==> src/rtl/isotp_rr_pkg.sv <==
// Shared types and constants for the ISO-TP response reassembler.
package isotp_rr_pkg;

  localparam int CNT_W         = 12;
  localparam int MSG_BYTES_DEF = 4096;

  localparam logic [7:0] PCI_TYPE_MASK = 8'hF0;
  localparam logic [7:0] PCI_CONSEC    = 8'h20;
  localparam logic [7:0] NRC_SID       = 8'h7F;
  localparam logic [7:0] NRC_PENDING   = 8'h78;
  localparam logic [7:0] SID_OFFSET    = 8'h40;
  localparam logic [2:0] LAST_OFF      = 3'd7;

  typedef enum logic [1:0] {
    OP_BYTE = 2'd0,
    OP_END  = 2'd1,
    OP_READ = 2'd2
  } op_t;

  typedef enum logic [2:0] {
    ST_NONE       = 3'd0,
    ST_POS        = 3'd1,
    ST_NEG        = 3'd2,
    ST_PEND       = 3'd3,
    ST_INCOMPLETE = 3'd4,
    ST_READ       = 3'd5
  } status_t;

  typedef enum logic [2:0] {
    K_START  = 3'd0,
    K_SINGLE = 3'd1,
    K_FIRST  = 3'd2,
    K_CONSEC = 3'd3,
    K_STRAY  = 3'd4
  } kind_t;

  typedef struct packed {
    logic             en;
    logic [CNT_W-1:0] addr;
    logic [7:0]       data;
  } mem_wr_t;

  typedef struct packed {
    logic             valid;
    status_t          status;
    logic [CNT_W-1:0] len;
    logic [7:0]       code;
  } res_t;

endpackage

==> src/rtl/isotp_rr_parse.sv <==
// Frame parser and response classifier; drives store writes and result codes.
module isotp_rr_parse
  import isotp_rr_pkg::*;
#(
  parameter int MSG_BYTES = MSG_BYTES_DEF
) (
  input  logic       clk,
  input  logic       rst,
  input  logic       accept,
  input  logic [1:0] op,
  input  logic [7:0] data_byte,
  input  logic [7:0] service_id,
  output mem_wr_t    wr,
  output res_t       res
);

  localparam logic [CNT_W:0] MSG_LIM = MSG_BYTES[CNT_W:0];

  kind_t            kind, kind_next;
  logic [2:0]       off, off_next;
  logic [2:0]       srem, srem_next;
  logic [CNT_W-1:0] tlen, tlen_next;
  logic [CNT_W-1:0] ccnt, ccnt_next;
  logic [3:0]       nseq, nseq_next;
  logic             awc, awc_next;
  logic [7:0]       h0, h0_next, h1, h1_next, h2, h2_next;
  logic             pend, pend_next;
  logic             dec, dec_next;
  status_t          o_status, o_status_next;
  logic [CNT_W-1:0] o_len, o_len_next;
  logic [7:0]       o_code, o_code_next;

  logic             take, do_store, do_done, first_len, bad_len;
  logic [CNT_W-1:0] cc_inc, cc_after, first_tl;
  logic [7:0]       hn0, hn1, hn2, req_sid;

  assign take      = accept && (op == OP_BYTE) && !dec;
  assign first_len = (kind == K_FIRST) && (off == 3'd1);
  assign do_store  = take && ((kind == K_SINGLE) ||
                     (((kind == K_FIRST && !first_len) || kind == K_CONSEC) && ccnt < tlen));
  assign cc_inc    = ccnt + 1'b1;
  assign cc_after  = do_store ? cc_inc : ccnt;
  assign first_tl  = {tlen[CNT_W-1:8], data_byte};
  assign bad_len   = (first_tl < CNT_W'(8)) || ({1'b0, first_tl} > MSG_LIM);
  assign req_sid   = service_id - SID_OFFSET;

  always_comb begin
    hn0 = h0;
    hn1 = h1;
    hn2 = h2;
    if (do_store) begin
      if (ccnt == CNT_W'(0)) hn0 = data_byte;
      if (ccnt == CNT_W'(1)) hn1 = data_byte;
      if (ccnt == CNT_W'(2)) hn2 = data_byte;
    end
  end

  always_comb begin
    wr.en   = do_store && ({1'b0, ccnt} < MSG_LIM);
    wr.addr = ccnt;
    wr.data = data_byte;
  end

  always_comb begin
    kind_next     = kind;
    off_next      = off;
    srem_next     = srem;
    tlen_next     = tlen;
    ccnt_next     = do_store ? cc_inc : ccnt;
    nseq_next     = nseq;
    awc_next      = awc;
    h0_next       = hn0;
    h1_next       = hn1;
    h2_next       = hn2;
    pend_next     = pend;
    dec_next      = dec;
    o_status_next = o_status;
    o_len_next    = o_len;
    o_code_next   = o_code;
    do_done       = 1'b0;

    if (take) begin
      unique case (kind)
        K_START: begin
          if (awc) begin
            if ((data_byte & PCI_TYPE_MASK) != PCI_CONSEC || data_byte[3:0] != nseq) begin
              dec_next      = 1'b1;
              o_status_next = ST_INCOMPLETE;
              o_len_next    = '0;
              o_code_next   = '0;
            end else begin
              kind_next = K_CONSEC;
              off_next  = 3'd1;
            end
          end else if (data_byte[7:4] == 4'h0) begin
            if (data_byte[3:0] == 4'h0 || data_byte[3]) begin
              dec_next      = 1'b1;
              o_status_next = ST_INCOMPLETE;
              o_len_next    = '0;
              o_code_next   = '0;
            end else begin
              kind_next = K_SINGLE;
              srem_next = data_byte[2:0];
              tlen_next = CNT_W'(data_byte[2:0]);
              ccnt_next = '0;
            end
          end else if (data_byte[7:4] == 4'h1) begin
            kind_next = K_FIRST;
            tlen_next = {data_byte[3:0], 8'h00};
            off_next  = 3'd1;
          end else begin
            kind_next = K_STRAY;
            off_next  = 3'd1;
          end
        end
        K_SINGLE: begin
          srem_next = srem - 1'b1;
          if (srem == 3'd1) begin
            kind_next = K_START;
            do_done   = 1'b1;
          end
        end
        K_FIRST: begin
          if (first_len) begin
            tlen_next = first_tl;
            if (bad_len) begin
              dec_next      = 1'b1;
              o_status_next = ST_INCOMPLETE;
              o_len_next    = '0;
              o_code_next   = '0;
            end else begin
              ccnt_next = '0;
              off_next  = off + 1'b1;
            end
          end else if (off == LAST_OFF) begin
            kind_next = K_START;
            off_next  = '0;
            awc_next  = 1'b1;
            nseq_next = 4'd1;
          end else begin
            off_next = off + 1'b1;
          end
        end
        K_CONSEC: begin
          if (off == LAST_OFF) begin
            kind_next = K_START;
            off_next  = '0;
            nseq_next = nseq + 1'b1;
            if (cc_after == tlen) begin
              awc_next = 1'b0;
              do_done  = 1'b1;
            end
          end else begin
            off_next = off + 1'b1;
          end
        end
        default: begin
          if (off == LAST_OFF) begin
            kind_next = K_START;
            off_next  = '0;
          end else begin
            off_next = off + 1'b1;
          end
        end
      endcase

      if (do_done) begin
        if (hn0 == NRC_SID && tlen_next >= CNT_W'(3)) begin
          if (hn1 == req_sid) begin
            if (hn2 == NRC_PENDING) begin
              pend_next = 1'b1;
            end else begin
              dec_next      = 1'b1;
              o_status_next = (hn2 == 8'h00) ? ST_NONE : ST_NEG;
              o_len_next    = '0;
              o_code_next   = hn2;
            end
          end
        end else if (hn0 == service_id) begin
          dec_next      = 1'b1;
          o_status_next = ST_POS;
          o_len_next    = tlen_next;
          o_code_next   = '0;
        end
      end
    end

    if (accept && op == OP_END) begin
      kind_next     = K_START;
      off_next      = '0;
      srem_next     = '0;
      tlen_next     = '0;
      ccnt_next     = '0;
      nseq_next     = 4'd1;
      awc_next      = 1'b0;
      h0_next       = '0;
      h1_next       = '0;
      h2_next       = '0;
      pend_next     = 1'b0;
      dec_next      = 1'b0;
      o_status_next = ST_NONE;
      o_len_next    = '0;
      o_code_next   = '0;
    end
  end

  always_comb begin
    res        = '0;
    res.status = ST_NONE;
    if (accept && op == OP_END) begin
      res.valid = 1'b1;
      if (dec) begin
        res.status = o_status;
        res.len    = o_len;
        res.code   = o_code;
      end else if (awc || kind == K_SINGLE || kind == K_FIRST || kind == K_CONSEC) begin
        res.status = ST_INCOMPLETE;
      end else begin
        res.status = pend ? ST_PEND : ST_NONE;
      end
    end
    if (accept && op == OP_READ) begin
      res.valid  = 1'b1;
      res.status = ST_READ;
    end
  end

  always_ff @(posedge clk) begin
    if (rst) begin
      kind     <= K_START;
      off      <= '0;
      srem     <= '0;
      tlen     <= '0;
      ccnt     <= '0;
      nseq     <= 4'd1;
      awc      <= 1'b0;
      h0       <= '0;
      h1       <= '0;
      h2       <= '0;
      pend     <= 1'b0;
      dec      <= 1'b0;
      o_status <= ST_NONE;
      o_len    <= '0;
      o_code   <= '0;
    end else begin
      kind     <= kind_next;
      off      <= off_next;
      srem     <= srem_next;
      tlen     <= tlen_next;
      ccnt     <= ccnt_next;
      nseq     <= nseq_next;
      awc      <= awc_next;
      h0       <= h0_next;
      h1       <= h1_next;
      h2       <= h2_next;
      pend     <= pend_next;
      dec      <= dec_next;
      o_status <= o_status_next;
      o_len    <= o_len_next;
      o_code   <= o_code_next;
    end
  end

endmodule

==> config.mk <==
export PLATFORM = sky130hd
export DESIGN_NAME = isotp_rr_parse
export DESIGN_NICKNAME = d
export VERILOG_FILES = /design/src/rtl/isotp_rr_pkg.sv /design/src/rtl/isotp_rr_parse.sv
export SDC_FILE = /design/constraint.sdc
export NUM_CORES = 1
export LEC_CHECK = 0
export ABC_AREA = 1
export BUFFER_PORTS_ARGS = -buffer_cell sky130_fd_sc_hd__buf_2
export CORE_ASPECT_RATIO = 0.6
export CORE_MARGIN = 2
export CORE_UTILIZATION = 35
export DETAILED_ROUTE_END_ITERATION = 10
export PLACE_DENSITY_LB_ADDON = 0.25
export SETUP_SLACK_MARGIN = 0.05
export SYNTH_ARGS = -nofsm -noshare
export SYNTH_HDL_FRONTEND = slang
export SYNTH_SLANG_ARGS = --single-unit
export TNS_END_PERCENT = 10
==> constraint.sdc <==
create_clock -name clk -period 5.3 [get_ports clk]
set_input_delay 1.06 -clock clk [delete_from_list [all_inputs] [get_ports clk]]
set_output_delay 1.06 -clock clk [all_outputs]
set_load 0.02 [all_outputs]
Word level (Yosys, flattened, before mapping)
Cells that the tools add are included.
W data, S select, Z words.
- multiplexer cells: 110
- bitwise logic cells: 1
- reduce and logical (&&, ||, !) cells: 34
- add/subtract/negate cells: 5
- equality and inequality tests: 30
- magnitude comparators: 4
- operators by type and width (operator ; number):
    $mux W12 ; 23
    $mux W8 ; 18
    $mux W3 ; 30
    $pmux W12 S2 ; 3
    $reduce_and A5 Y1 ; 5
    $mux W24 ; 1
    $mux W20 ; 1
    $mux W1 ; 19
    $pmux W3 S3 ; 2
    $eq A8 B7 Y1 const B ; 2
    $eq A8 B8 Y1 ; 2
    $mux W4 ; 4
    $pmux W8 S2 ; 1
    $gt A12 B13 Y1 const B ; 1
    $add A12 B1 Y12 const B ; 1
    $eq A12 B1 Y1 const B ; 1
    $eq A12 B12 Y1 ; 1
    $eq A12 B2 Y1 const B ; 1
    $ge A12 B2 Y1 const B ; 1
    $logic_not A12 Y1 ; 1
    $lt A12 B12 Y1 ; 1
    $lt A12 B4 Y1 const B ; 1
    $ne A2 B2 Y1 const B ; 6
    $pmux W3 S2 ; 2
    29 further kinds ; 56
- output and inout port bits: 45
- register bits after elaboration: 87
- word-level logic and storage cells: 199
- input bits: 21

Longest topological paths before layout
Gate-level depths: netlist of the first run.
- word-level depth: 15
- gate-level depth with buffers: 27
- depth with buffers taken out: 24

Least setup slack after synthesis of the first run
OpenSTA, ideal clock, no wires.
- kind: input to output
- start point: input port op[0]
- end point: output port res[10] (netlist bit)
- arrival: 2.156 ns
- path buffers: 1
- required time: 4.240 ns
- cell stages on the path: 5
- slack: 2.084 ns
- path through: inv_1 nor3_1 nand2_1 clkbuf_1 nor2_1
- RTL lines (what ; RTL line ; text):
    start, declared ; isotp_rr_parse.sv:10 ; input logic [1:0] op,
    end, declared ; isotp_rr_parse.sv:14 ; output res_t res

Final worst setup path of the first run
- start point: register tlen[10]
- end point: register o_code[5]
- longest elaborated chain between the ends: 11
- elaborated cells on any way between the ends: 36
- ends and longest elaborated chain (what ; RTL line ; text):
    start, declared ; isotp_rr_parse.sv:22 ; logic [CNT_W-1:0] tlen, tlen_next;
    start signal, assigned ; isotp_rr_parse.sv:249 ; tlen <= tlen_next;
    $lt A12 B12 Y1 ; isotp_rr_parse.sv:40 ; (((kind == K_FIRST && !first_len) || kind == K_CONSEC) && ccnt < tlen));
    $logic_and A1 B1 Y1 ; isotp_rr_parse.sv:40 ;
    $logic_or A1 B1 Y1 ; isotp_rr_parse.sv:39 ; assign do_store = take && ((kind == K_SINGLE) ||
    $logic_and A1 B1 Y1 ; isotp_rr_parse.sv:39 ;
    $mux W12 ; isotp_rr_parse.sv:42 ; assign cc_after = do_store ? cc_inc : ccnt;
    $eq A12 B12 Y1 ; isotp_rr_parse.sv:149 ; if (cc_after == tlen) begin
    $mux W1 ; isotp_rr_parse.sv:149 ;
    $mux W1 ; isotp_rr_parse.sv:145 ; if (off == LAST_OFF) begin
    $pmux W1 S2 ; isotp_rr_parse.sv:83 ; unique case (kind)
    $mux W1 ; isotp_rr_parse.sv:82 ; if (take) begin
    $mux W8 * ; isotp_rr_parse.sv:167 ; if (do_done) begin
    end signal, assigned ; isotp_rr_parse.sv:260 ; o_code <= o_code_next;
    end, declared ; isotp_rr_parse.sv:31 ; logic [7:0] o_code, o_code_next;
Mark *: on every way between the ends. The rest lies on a longest branch, timed or not. The select of a mux whose other input is x is not followed.
A chain may end at the register's enable or synchronous reset.

==> flow_metrics.py, run 1 <==
metrics = {
    "critical_path": {
        "critPathRequiredTime_ns": 5.59,
        "crit_path_top_delay_cell": "nand2_1",
        "cp-end-kind": "flop",
        "cpMostUsedCell": "nand2_1",
        "cp_max_fo": 22,
        "arrival_ns": 4.77,
        "timing.critical_path.from_type": "flop",
        "crit_path_cell_trace": "inv_1, ha_1, nand2_1, inv_1, nand3_1, a21oi_1, nor2_1, nand2_1, nand2_2, nand2_1, buf_4, nand2_1, nand2_2, nand2_1, nor2_1, nand2_1, nor2_1, and2b_2, nand3_1, nand2_1, inv_1, a21oi_1",
        "slowest_delay_ns": 0.68,
        "path_delay_family": "simple AND/OR/NAND/NOR gates",
        "regToRegSetupSlack_ns": 0.81,
        "critPathKind": "flop to flop",
        "cp_num_buf_inv": 4,
    },
    "final_layout": {
        "layout-drive-gt1-share": 0.0980,
        "antennaDiodeCount": 0,
        "area_delta_synth_final_pct": 11.1,
        "mostFrequentLayoutCells": "351 x nand2_1, 160 x nand3_1, 156 x inv_1",
        "nFillCells": 2025,
        "fin_util": 0.402,
        "final_nets": 1222,
        "final_common_cell": "nand2_1",
    },
    "sta": {
        "tns_ns": 0,
        "max_freq_ghz": 0.223,
        "hold_violations": 0,
        "setup_slack_ns": 0.813,
        "slew_headroom": 0.388,
        "finalCritPeriodShare": 0.847,
        "maxSlewViolCount": 0,
        "rsz0062_at_grt": "no",
        "finalCriticalPeriod_ns": 4.49,
        "fin_worst_skew_ns": 0.00970,
        "setup_viol": 0,
        "tightest_slew_ns": 0.915,
    },
    "power_and_ir_drop": {
        "peakVddDrop_uv": 152,
        "p_leak_nw": 3.54,
        "powerDensity_nw_per_um2": 214,
    },
    "clocking": {
        "postCtsSetupBuffers": 0,
        "holdBufCountCts": 0,
        "clkSlewWorstSetupHoldPaths_ns": 0.07,
        "clock_path_buffers": 2,
        "cts_resized": 0,
        "cts_root_buf": "clkbuf_16",
        "cts_buffers": 9,
        "ctsHtreeMaxLevel": 3,
        "cts_tree": "built",
        "clkLatencyLatePin_ns": 0.35,
        "clkSinkCount": 87,
    },
    "route": {
        "vias": 7258,
        "avgViaCountPerCell": 5.10,
        "antenna_left": 0,
        "first_pass_iters": 5,
        "drtIter0Drc": 702,
        "drc": 0,
        "wire_per_inst_um": 14.8,
        "routed_wl_mm": 21.1,
    },
    "floorplanning": {
        "rows": 38,
        "die-height_um": 111,
        "die_w_um": 182,
        "coreArea_um2": 18300,
        "io_pins": 66,
        "die-area_um2": 20100,
        "initial_core_util": 0.362,
    },
    "place": {
        "place_ws_ns": 0.748,
        "gp_congestion": 0.952,
        "dp_hpwl_mm": 16.0,
        "io_buffers": 65,
    },
    "logic_synthesis": {
        "yosysTopAreaCellShare": 0.263,
        "synth_top_family_by_area": "simple AND/OR/NAND/NOR gates",
        "ys_seq_area_frac": 0.263,
        "synth_seq_cells": 87,
        "syn_inst": 1137,
        "syn_area_per_cell_um2": 5.82,
        "ys_types": 36,
        "yosys.area_share.simple": 0.445,
        "synth_area_leaders": "dfxtp_1 26%, nand2_1 20%, nand3_1 12%, inv_1 8.8%, nor2_1 6.8%",
        "yosys.area.top_type": "dfxtp_1",
        "syn_area_um2": 6620,
        "synth-adder-area-share": 0.0397,
        "ys_async_sr_fraction": 0,
        "synth_top_flop_cell": "dfxtp_1",
        "synth_fp_nets": 1179,
        "synth_edf_count": 0,
        "yosys-mux-area-fraction": 0,
        "synth_xor_area_frac": 0.0212,
        "synth_compound_gate_area_share": 0.100,
        "yosys_warnings": 0,
    },
    "grt": {
        "grt_pass1_wl_mm": 35.0,
        "overflow": 0,
        "first_global_vias": 6505,
        "grt_max_degree": 53,
        "grt_use_total": 0.217,
        "antenna_found_initial": 0,
    },
    "job": {
        "max-cap-violations": 0,
    },
    "worst_hold_path": {
        "min_path_type": "flop to flop",
    },
    "status": {
        "status": "finished clean",
    },
}
==> sequential cells by signal, summed over array words and instances (netlist names), 3 cells and up <==
signal    cells
srem          3
h2            8
h1            8
off           3
o_len        12
nseq          4
h0            8
ccnt         12
o_code        8
kind          3
o_status      3
tlen         12
==> per-stage QoR <==
stage                     hold WS, ns  std cells  power (mW)  instance area (um^2)
after floorplan                 0.431       1137       0.858                  6620
after global placement          0.454       1409       0.935                  7070
after detailed placement        0.456       1409       0.935                  7070
after CTS                       0.466       1424        1.58                  7350
after global routing            0.484       1424        1.64                  7350
final                           0.466       1424        1.57                  7350
==> routing by layer <==
layer  vias up  wire length, um  global-route usage
met1      3274            11500               0.345
met5         -                0                   0
met3        23             1400              0.0412
met2       260             7930               0.295
li1       3701                -                   -
met4         0              236              0.0401
==> path summary, 6_finish.rpt <==
kind	cells past startpoint	start	end
worst max-delay path	22	tlen[10]	o_code[5]
worst min-delay path	2	o_code[1]	o_code[1]
worst max register to register	22	tlen[10]	o_code[5]
worst min register to register	2	o_code[1]	o_code[1]
==> area by class of cell <==
class	count	area (um^2)	share of cell area
Clock inverter	4	47.5	0.00646
Timing Repair Buffer	76	408	0.0555
Clock buffer	11	233	0.0316
Sequential cell	87	1740	0.237
Tap cell	240	300	0.0408
Multi-Input combinational cell	843	4010	0.546
Inverter	163	612	0.0832
==> cell usage after synthesis, types with 3 or more instances <==
cell type and instances:
buf_2 9, o21ai_1 5, nor3_1 12, nand3b_1 6
nor2_1 120, xor2_1 13, clkbuf_1 17, a211oi_1 8
nor2_4 3, nor2_2 7, inv_1 156, inv_2 6
o211ai_1 4, nand3_1 160, nor4_1 5, buf_6 5
o21ai_0 47, nand4_1 9, nand2_2 4, xnor2_1 3
nand2_1 351, a21oi_1 52, dfxtp_1 87, buf_4 11
ha_1 21
==> tightest hold or removal path, stage by stage (launching register included) <==
cell,delay (ns)
dfxtp_1,0.31
nand2_1,0.06
a21oi_1,0.05
==> logic make-up (layout without fill, tap and decap cells) <==
group / Yosys count / after routing
buffers and inverters: 207 / 254
adder cells (fa/ha/maj): 21 / 21
AND/OR/NAND/NOR: 683 / 683
flip-flops: 87 / 87
XOR/XNOR: 16 / 16
AO/OA/AOI/OAI: 123 / 123
==> report_power, final <==
part	internal (mW)	switching (mW)	leakage, nW
Combinational	0.0699	0.180	2.70
Sequential	0.666	0.0103	0.703
Clock	0.362	0.283	0.135
No activity file was read; power rests on OpenSTA's default activity.
==> run 2, diff against run 1 <==
--- a/config.mk
+++ b/config.mk
@@ -5,7 +5,7 @@
 export SDC_FILE = /design/constraint.sdc
 export NUM_CORES = 1
 export LEC_CHECK = 0
-export ABC_AREA = 1
+export ABC_AREA = 0
 export BUFFER_PORTS_ARGS = -buffer_cell sky130_fd_sc_hd__buf_2
 export CORE_ASPECT_RATIO = 0.6
 export CORE_MARGIN = 2
==> constraint.sdc (replaced) <==
create_clock -name clk -period 4.12 [get_ports clk]
set_input_delay 0.824 -clock clk [delete_from_list [all_inputs] [get_ports clk]]
set_output_delay 0.824 -clock clk [all_outputs]
set_load 0.02 [all_outputs]
==> flow_metrics.py, run 2 <==
metrics = {
    "final_layout": {
        "nFillCells": 1677,
        "antennaDiodeCount": 0,
        "fin_area_um2": 7120,
        "area.sequential_um2": 1740,
        "multiInputGateArea_um2": 3760,
        "final_nets": 873,
        "layout-drive-gt1-share": 0.230,
        "area_delta_synth_final_pct": 23.1,
        "top_regs": "ccnt x12, o_len x12, tlen x12",
        "mostFrequentLayoutCells": "89 x nor2_1, 87 x dfxtp_1, 75 x buf_4",
        "fin_cells": 1044,
        "final_common_cell": "nor2_1",
    },
    "grt": {
        "first_global_vias": 5238,
        "overflow": 0,
        "grt_max_degree": 24,
        "grt_pass1_wl_mm": 30.1,
        "antenna_found_initial": 0,
        "grt_use_total": 0.220,
    },
    "clocking": {
        "cts_root_buf": "clkbuf_16",
        "cts_tree": "built",
        "holdBufCountCts": 0,
        "cts_buffers": 9,
        "clkLatencyLatePin_ns": 0.35,
        "ctsHtreeMaxLevel": 3,
        "clock_path_buffers": 2,
        "clkSinkCount": 87,
        "clkSlewWorstSetupHoldPaths_ns": 0.07,
    },
    "power_and_ir_drop": {
        "swShare": 0.263,
        "p_leak_nw": 2.93,
        "power.total_mw": 1.88,
        "p_sw_uw": 494,
        "pwr-share-clk": 0.438,
        "power_frac_seq": 0.451,
        "peakVddDrop_uv": 175,
        "p_int_mw": 1.38,
        "combPwrFrac": 0.111,
        "powerDensity_nw_per_um2": 263,
    },
    "logic_synthesis": {
        "synth_common_cells": "89 x nor2_1, 87 x dfxtp_1, 44 x inv_1",
        "synth_seq_cells": 87,
        "yosys_warnings": 0,
        "syn_inst": 727,
        "syn_area_um2": 5790,
        "syn_area_per_cell_um2": 7.96,
        "ys_seq_area_frac": 0.301,
        "synth_edf_count": 0,
        "ys_types": 78,
        "yosysMostFrequentCell": "nor2_1",
        "yosys.area.top_type": "dfxtp_1",
        "ys_async_sr_fraction": 0,
        "synth_top_flop_cell": "dfxtp_1",
        "synth_area_leaders": "dfxtp_1 30%, nor2_1 5.8%, mux2i_1 5.0%, ha_1 4.5%, nand3_1 3.2%",
        "yosysTopAreaCellShare": 0.301,
        "synth_fp_nets": 769,
    },
    "floorplanning": {
        "coreArea_um2": 16200,
        "rows": 36,
        "die-height_um": 104,
        "die-area_um2": 17600,
        "die_w_um": 170,
        "initial_core_util": 0.357,
        "io_pins": 66,
    },
    "place": {
        "dp_hpwl_mm": 15.1,
        "place_area_um2": 6710,
        "io_buffers": 65,
        "place_ws_ns": -0.0339,
        "placed_cells": 1028,
        "gp_congestion": 0.972,
    },
    "sta": {
        "fin_worst_skew_ns": 0.00861,
        "rsz0062_at_grt": "yes",
        "finalCritPeriodShare": 0.954,
        "tns_ns": 0,
        "finalCriticalPeriod_ns": 3.93,
        "setup_viol": 0,
        "maxSlewViolCount": 0,
        "setup_slack_ns": 0.191,
        "max_freq_ghz": 0.255,
        "slew_headroom": 0.436,
        "hold_violations": 0,
        "tightest_slew_ns": 0.835,
    },
    "critical_path": {
        "critPathRequiredTime_ns": 4.36,
        "cp-end-kind": "flop",
        "cp_max_fo": 5,
        "slowest_delay_ns": 0.57,
        "timing.critical_path.from_type": "flop",
        "arrival_ns": 4.17,
        "crit_path_cell_trace": "inv_1, ha_1, nand2_1, or3_4, or4_4, nand4_4, mux2i_2, xnor2_1, o221ai_2, or4_4, and3_2, o31a_1, o211a_1",
        "cpMostUsedCell": "or4_4",
        "critPathKind": "flop to flop",
        "crit_path_top_delay_cell": "or4_4",
    },
    "route": {
        "vias": 5799,
        "drtIter0Drc": 561,
        "wire_per_inst_um": 18.5,
        "first_pass_iters": 5,
        "antenna_left": 0,
        "drc": 0,
        "avgViaCountPerCell": 5.55,
        "routed_wl_mm": 19.3,
    },
    "status": {
        "status": "finished clean",
    },
    "worst_hold_path": {
        "min_path_type": "flop to flop",
    },
    "job": {
        "max-cap-violations": 0,
    },
}
-- run 2: metal layers --
| metal | wire, um | GRT usage | vias up | part of all wire |
|---|---|---|---|---|
| li1 | - | - | 2819 | - |
| met1 | 10200 | 0.363 | 2730 | 0.53 |
| met2 | 7160 | 0.277 | 235 | 0.37 |
| met3 | 1840 | 0.0566 | 15 | 0.095 |
| met4 | 171 | 0.0366 | 0 | 0.0088 |
| met5 | 0 | 0 | - | 0 |
-- run 2: kinds of logic (layout without fill, tap and decap cells) --
logic type / Yosys count / count (layout) / share of synthesized area
XOR/XNOR: 32 / 32 / 0.0484
flip-flops: 87 / 87 / 0.301
AND/OR/NAND/NOR: 307 / 307 / 0.289
AO/OA/AOI/OAI: 158 / 158 / 0.193
buffers and inverters: 92 / 200 / 0.0696
multiplexers: 30 / 30 / 0.0541
adder cells (fa/ha/maj): 21 / 21 / 0.0454
-- run 2: path summary, 6_finish.rpt --
check	to	startpoint	cells past startpoint	slack, ns
setup / recovery	o_code[7]	tlen[11]	13	0.19
hold reg to reg	o_len[6]	o_len[6]	2	0.45
hold / removal	o_len[6]	o_len[6]	2	0.45
setup reg to reg	o_code[7]	tlen[11]	13	0.19
-- run 2: repair_timing --
| item | in CTS | in global routing |
|---|---|---|
| setup endpoints to repair | 11 | 23 |
| cloned | 0 | 0 |
| buffers inserted | 0 | 1 |
| pin swaps | 0 | 2 |
| gates resized for setup | 1 | 19 |
-- run 2: metrics by stage --
stage,hold slack [ns],util
final,0.452,0.439
after global routing,0.474,0.439
after CTS,0.455,0.431
after detailed placement,0.445,0.414
after global placement,0.441,0.414
after floorplan,0.424,-
-- run 2: area by class of cell --
type                       instances  area share
tap                              209      0.0367
inverter                          44      0.0232
clock inverter                     4     0.00668
timing repair buffer             141       0.128
sequential                        87       0.245
multi-input combinational        548       0.529
clock buffer                      11      0.0327
-- run 2: critical path, delay by kind of cell (launching register included) --
kind	cells	cell delay [ns]
AO/OA/AOI/OAI	3	0.68
XOR/XNOR	1	0.21
adder cells (fa/ha/maj)	1	0.29
buffers and inverters	1	0.06
flip-flops	1	0.33
multiplexers	1	0.27
AND/OR/NAND/NOR	6	1.98
-- run 2: power by group through the flow --
stage                     Clock [mW]  Sequential, mW  Combinational [mW]
after global routing           0.866           0.847               0.221
after global placement             0           0.866               0.192
final                          0.821           0.847               0.208
after detailed placement           0           0.866               0.192
after floorplan                    0           0.866               0.110
after CTS                      0.829           0.847               0.194
==> run 3, diff against run 2 <==
==> constraint.sdc (replaced) <==
create_clock -name clk -period 4.5 [get_ports clk]
set_input_delay 0.9 -clock clk [delete_from_list [all_inputs] [get_ports clk]]
set_output_delay 0.9 -clock clk [all_outputs]
set_load 0.02 [all_outputs]
==> flow_metrics.py, run 3 (synthesis results as in run 2) <==
metrics = {
    "status": {
        "status": "finished clean",
    },
    "final_layout": {
        "area_delta_synth_final_pct": 17.7,
        "fin_area_um2": 6810,
        "mostFrequentLayoutCells": "89 x nor2_1, 87 x dfxtp_1, 65 x buf_2",
        "final_nets": 846,
        "final_common_cell": "nor2_1",
        "top_regs": "ccnt x12, o_len x12, tlen x12",
        "layout-drive-gt1-share": 0.192,
        "antennaDiodeCount": 0,
        "fin_util": 0.420,
        "area.sequential_um2": 1740,
        "nFillCells": 1666,
        "fin_cells": 1016,
        "multiInputGateArea_um2": 3680,
    },
    "route": {
        "first_pass_iters": 5,
        "vias": 5682,
        "top_layer": "met4",
        "wire_per_inst_um": 18.3,
        "wl_met3_mm": 1.73,
        "drc": 0,
        "antenna_left": 0,
        "routed_wl_mm": 18.6,
        "wl_met2_mm": 7.21,
        "drtIter0Drc": 709,
        "m1WireLength_mm": 9.58,
        "avgViaCountPerCell": 5.59,
    },
    "grt": {
        "grt_max_degree": 31,
        "overflow": 0,
        "first_global_vias": 5309,
        "antenna_found_initial": 0,
        "grt_use_total": 0.213,
        "grt_pass1_wl_mm": 29.6,
    },
    "clocking": {
        "clkLatencyLatePin_ns": 0.34,
        "ctsHtreeMaxLevel": 3,
        "cts_tree": "built",
        "clkSinkCount": 87,
        "holdBufCountCts": 0,
        "clkSlewWorstSetupHoldPaths_ns": 0.07,
        "cts_buffers": 9,
        "clock_path_buffers": 2,
        "cts_root_buf": "clkbuf_16",
    },
    "critical_path": {
        "timing.critical_path.from_type": "flop",
        "cp-end-kind": "flop",
        "critPathKind": "flop to flop",
        "cp_max_fo": 9,
        "critPathRequiredTime_ns": 4.73,
        "arrival_ns": 4.50,
    },
    "sta": {
        "rsz0062_at_grt": "yes",
        "max_freq_ghz": 0.234,
        "finalCriticalPeriod_ns": 4.28,
        "finalCritPeriodShare": 0.950,
        "setup_viol": 0,
        "setup_slack_ns": 0.224,
        "maxSlewViolCount": 0,
        "hold_violations": 0,
        "slew_headroom": 0.243,
        "fin_worst_skew_ns": 0.00715,
        "tightest_slew_ns": 1.14,
        "fin_hold_ws_ns": 0.453,
        "tns_ns": 0,
    },
    "power_and_ir_drop": {
        "p_leak_nw": 2.79,
        "swShare": 0.263,
        "powerDensity_nw_per_um2": 244,
        "peakVddDrop_uv": 161,
        "pwr-share-clk": 0.430,
        "power.total_mw": 1.66,
        "power_frac_seq": 0.466,
        "p_sw_uw": 438,
        "combPwrFrac": 0.104,
        "p_int_mw": 1.23,
    },
    "place": {
        "dp_hpwl_mm": 14.4,
        "gp_congestion": 0.939,
        "place_area_um2": 6510,
        "io_buffers": 65,
        "placed_cells": 1002,
        "place_ws_ns": 0.0596,
    },
    "floorplanning": {
        "die-height_um": 104,
        "coreArea_um2": 16200,
        "initial_core_util": 0.357,
        "rows": 36,
        "die_w_um": 170,
        "io_pins": 66,
        "die-area_um2": 17600,
    },
    "worst_hold_path": {
        "min_path_type": "flop to flop",
    },
    "job": {
        "max-cap-violations": 0,
    },
}
[run 3: path summary, 6_finish.rpt]
kind,cells past startpoint,end,slack (ns),start
worst max register to register,13,o_code[7],0.22,tlen[10]
worst max-delay path,13,o_code[7],0.22,tlen[10]
worst min register to register,2,o_code[6],0.45,o_code[6]
worst min-delay path,2,o_code[6],0.45,o_code[6]
[run 3: area by class of cell]
type	instances	area share
timing repair buffer	114	0.102
sequential	87	0.256
clock inverter	3	0.00294
clock buffer	11	0.0371
multi-input combinational	548	0.540
inverter	44	0.0243
tap	209	0.0384
[run 3: power by group through the flow]
stage,Combinational (mW),Clock (mW),Sequential [mW]
floorplan,0.101,0,0.793
CTS,0.167,0.727,0.775
global route,0.186,0.752,0.775
global placement,0.167,0,0.793
detailed placement,0.166,0,0.793
finish,0.173,0.715,0.775
[run 3: per-layer routing]
| metal | track usage | vias to the layer above |
|---|---|---|
| met5 | 0 | - |
| met2 | 0.285 | 227 |
| met4 | 0.0250 | 0 |
| met1 | 0.340 | 2685 |
| met3 | 0.0588 | 6 |
| li1 | - | 2764 |
[run 3: what timing repair did]
action,CTS,global route
buffers inserted,0,0
pin swaps,0,1
endpoints found under the setup margin,2,24
resized for setup,1,4
[run 3: worst max-delay path, stage by stage (launching register included)]
cell,delay [ns]
dfxtp_1,0.38
inv_1,0.10
ha_1,0.28
nand2_1,0.06
or3_1,0.46
or4_4,0.53
nand4_4,0.19
mux2i_2,0.27
xnor2_1,0.20
o221ai_1,0.23
or4_1,0.63
and3_1,0.29
o31a_1,0.32
o211a_1,0.20
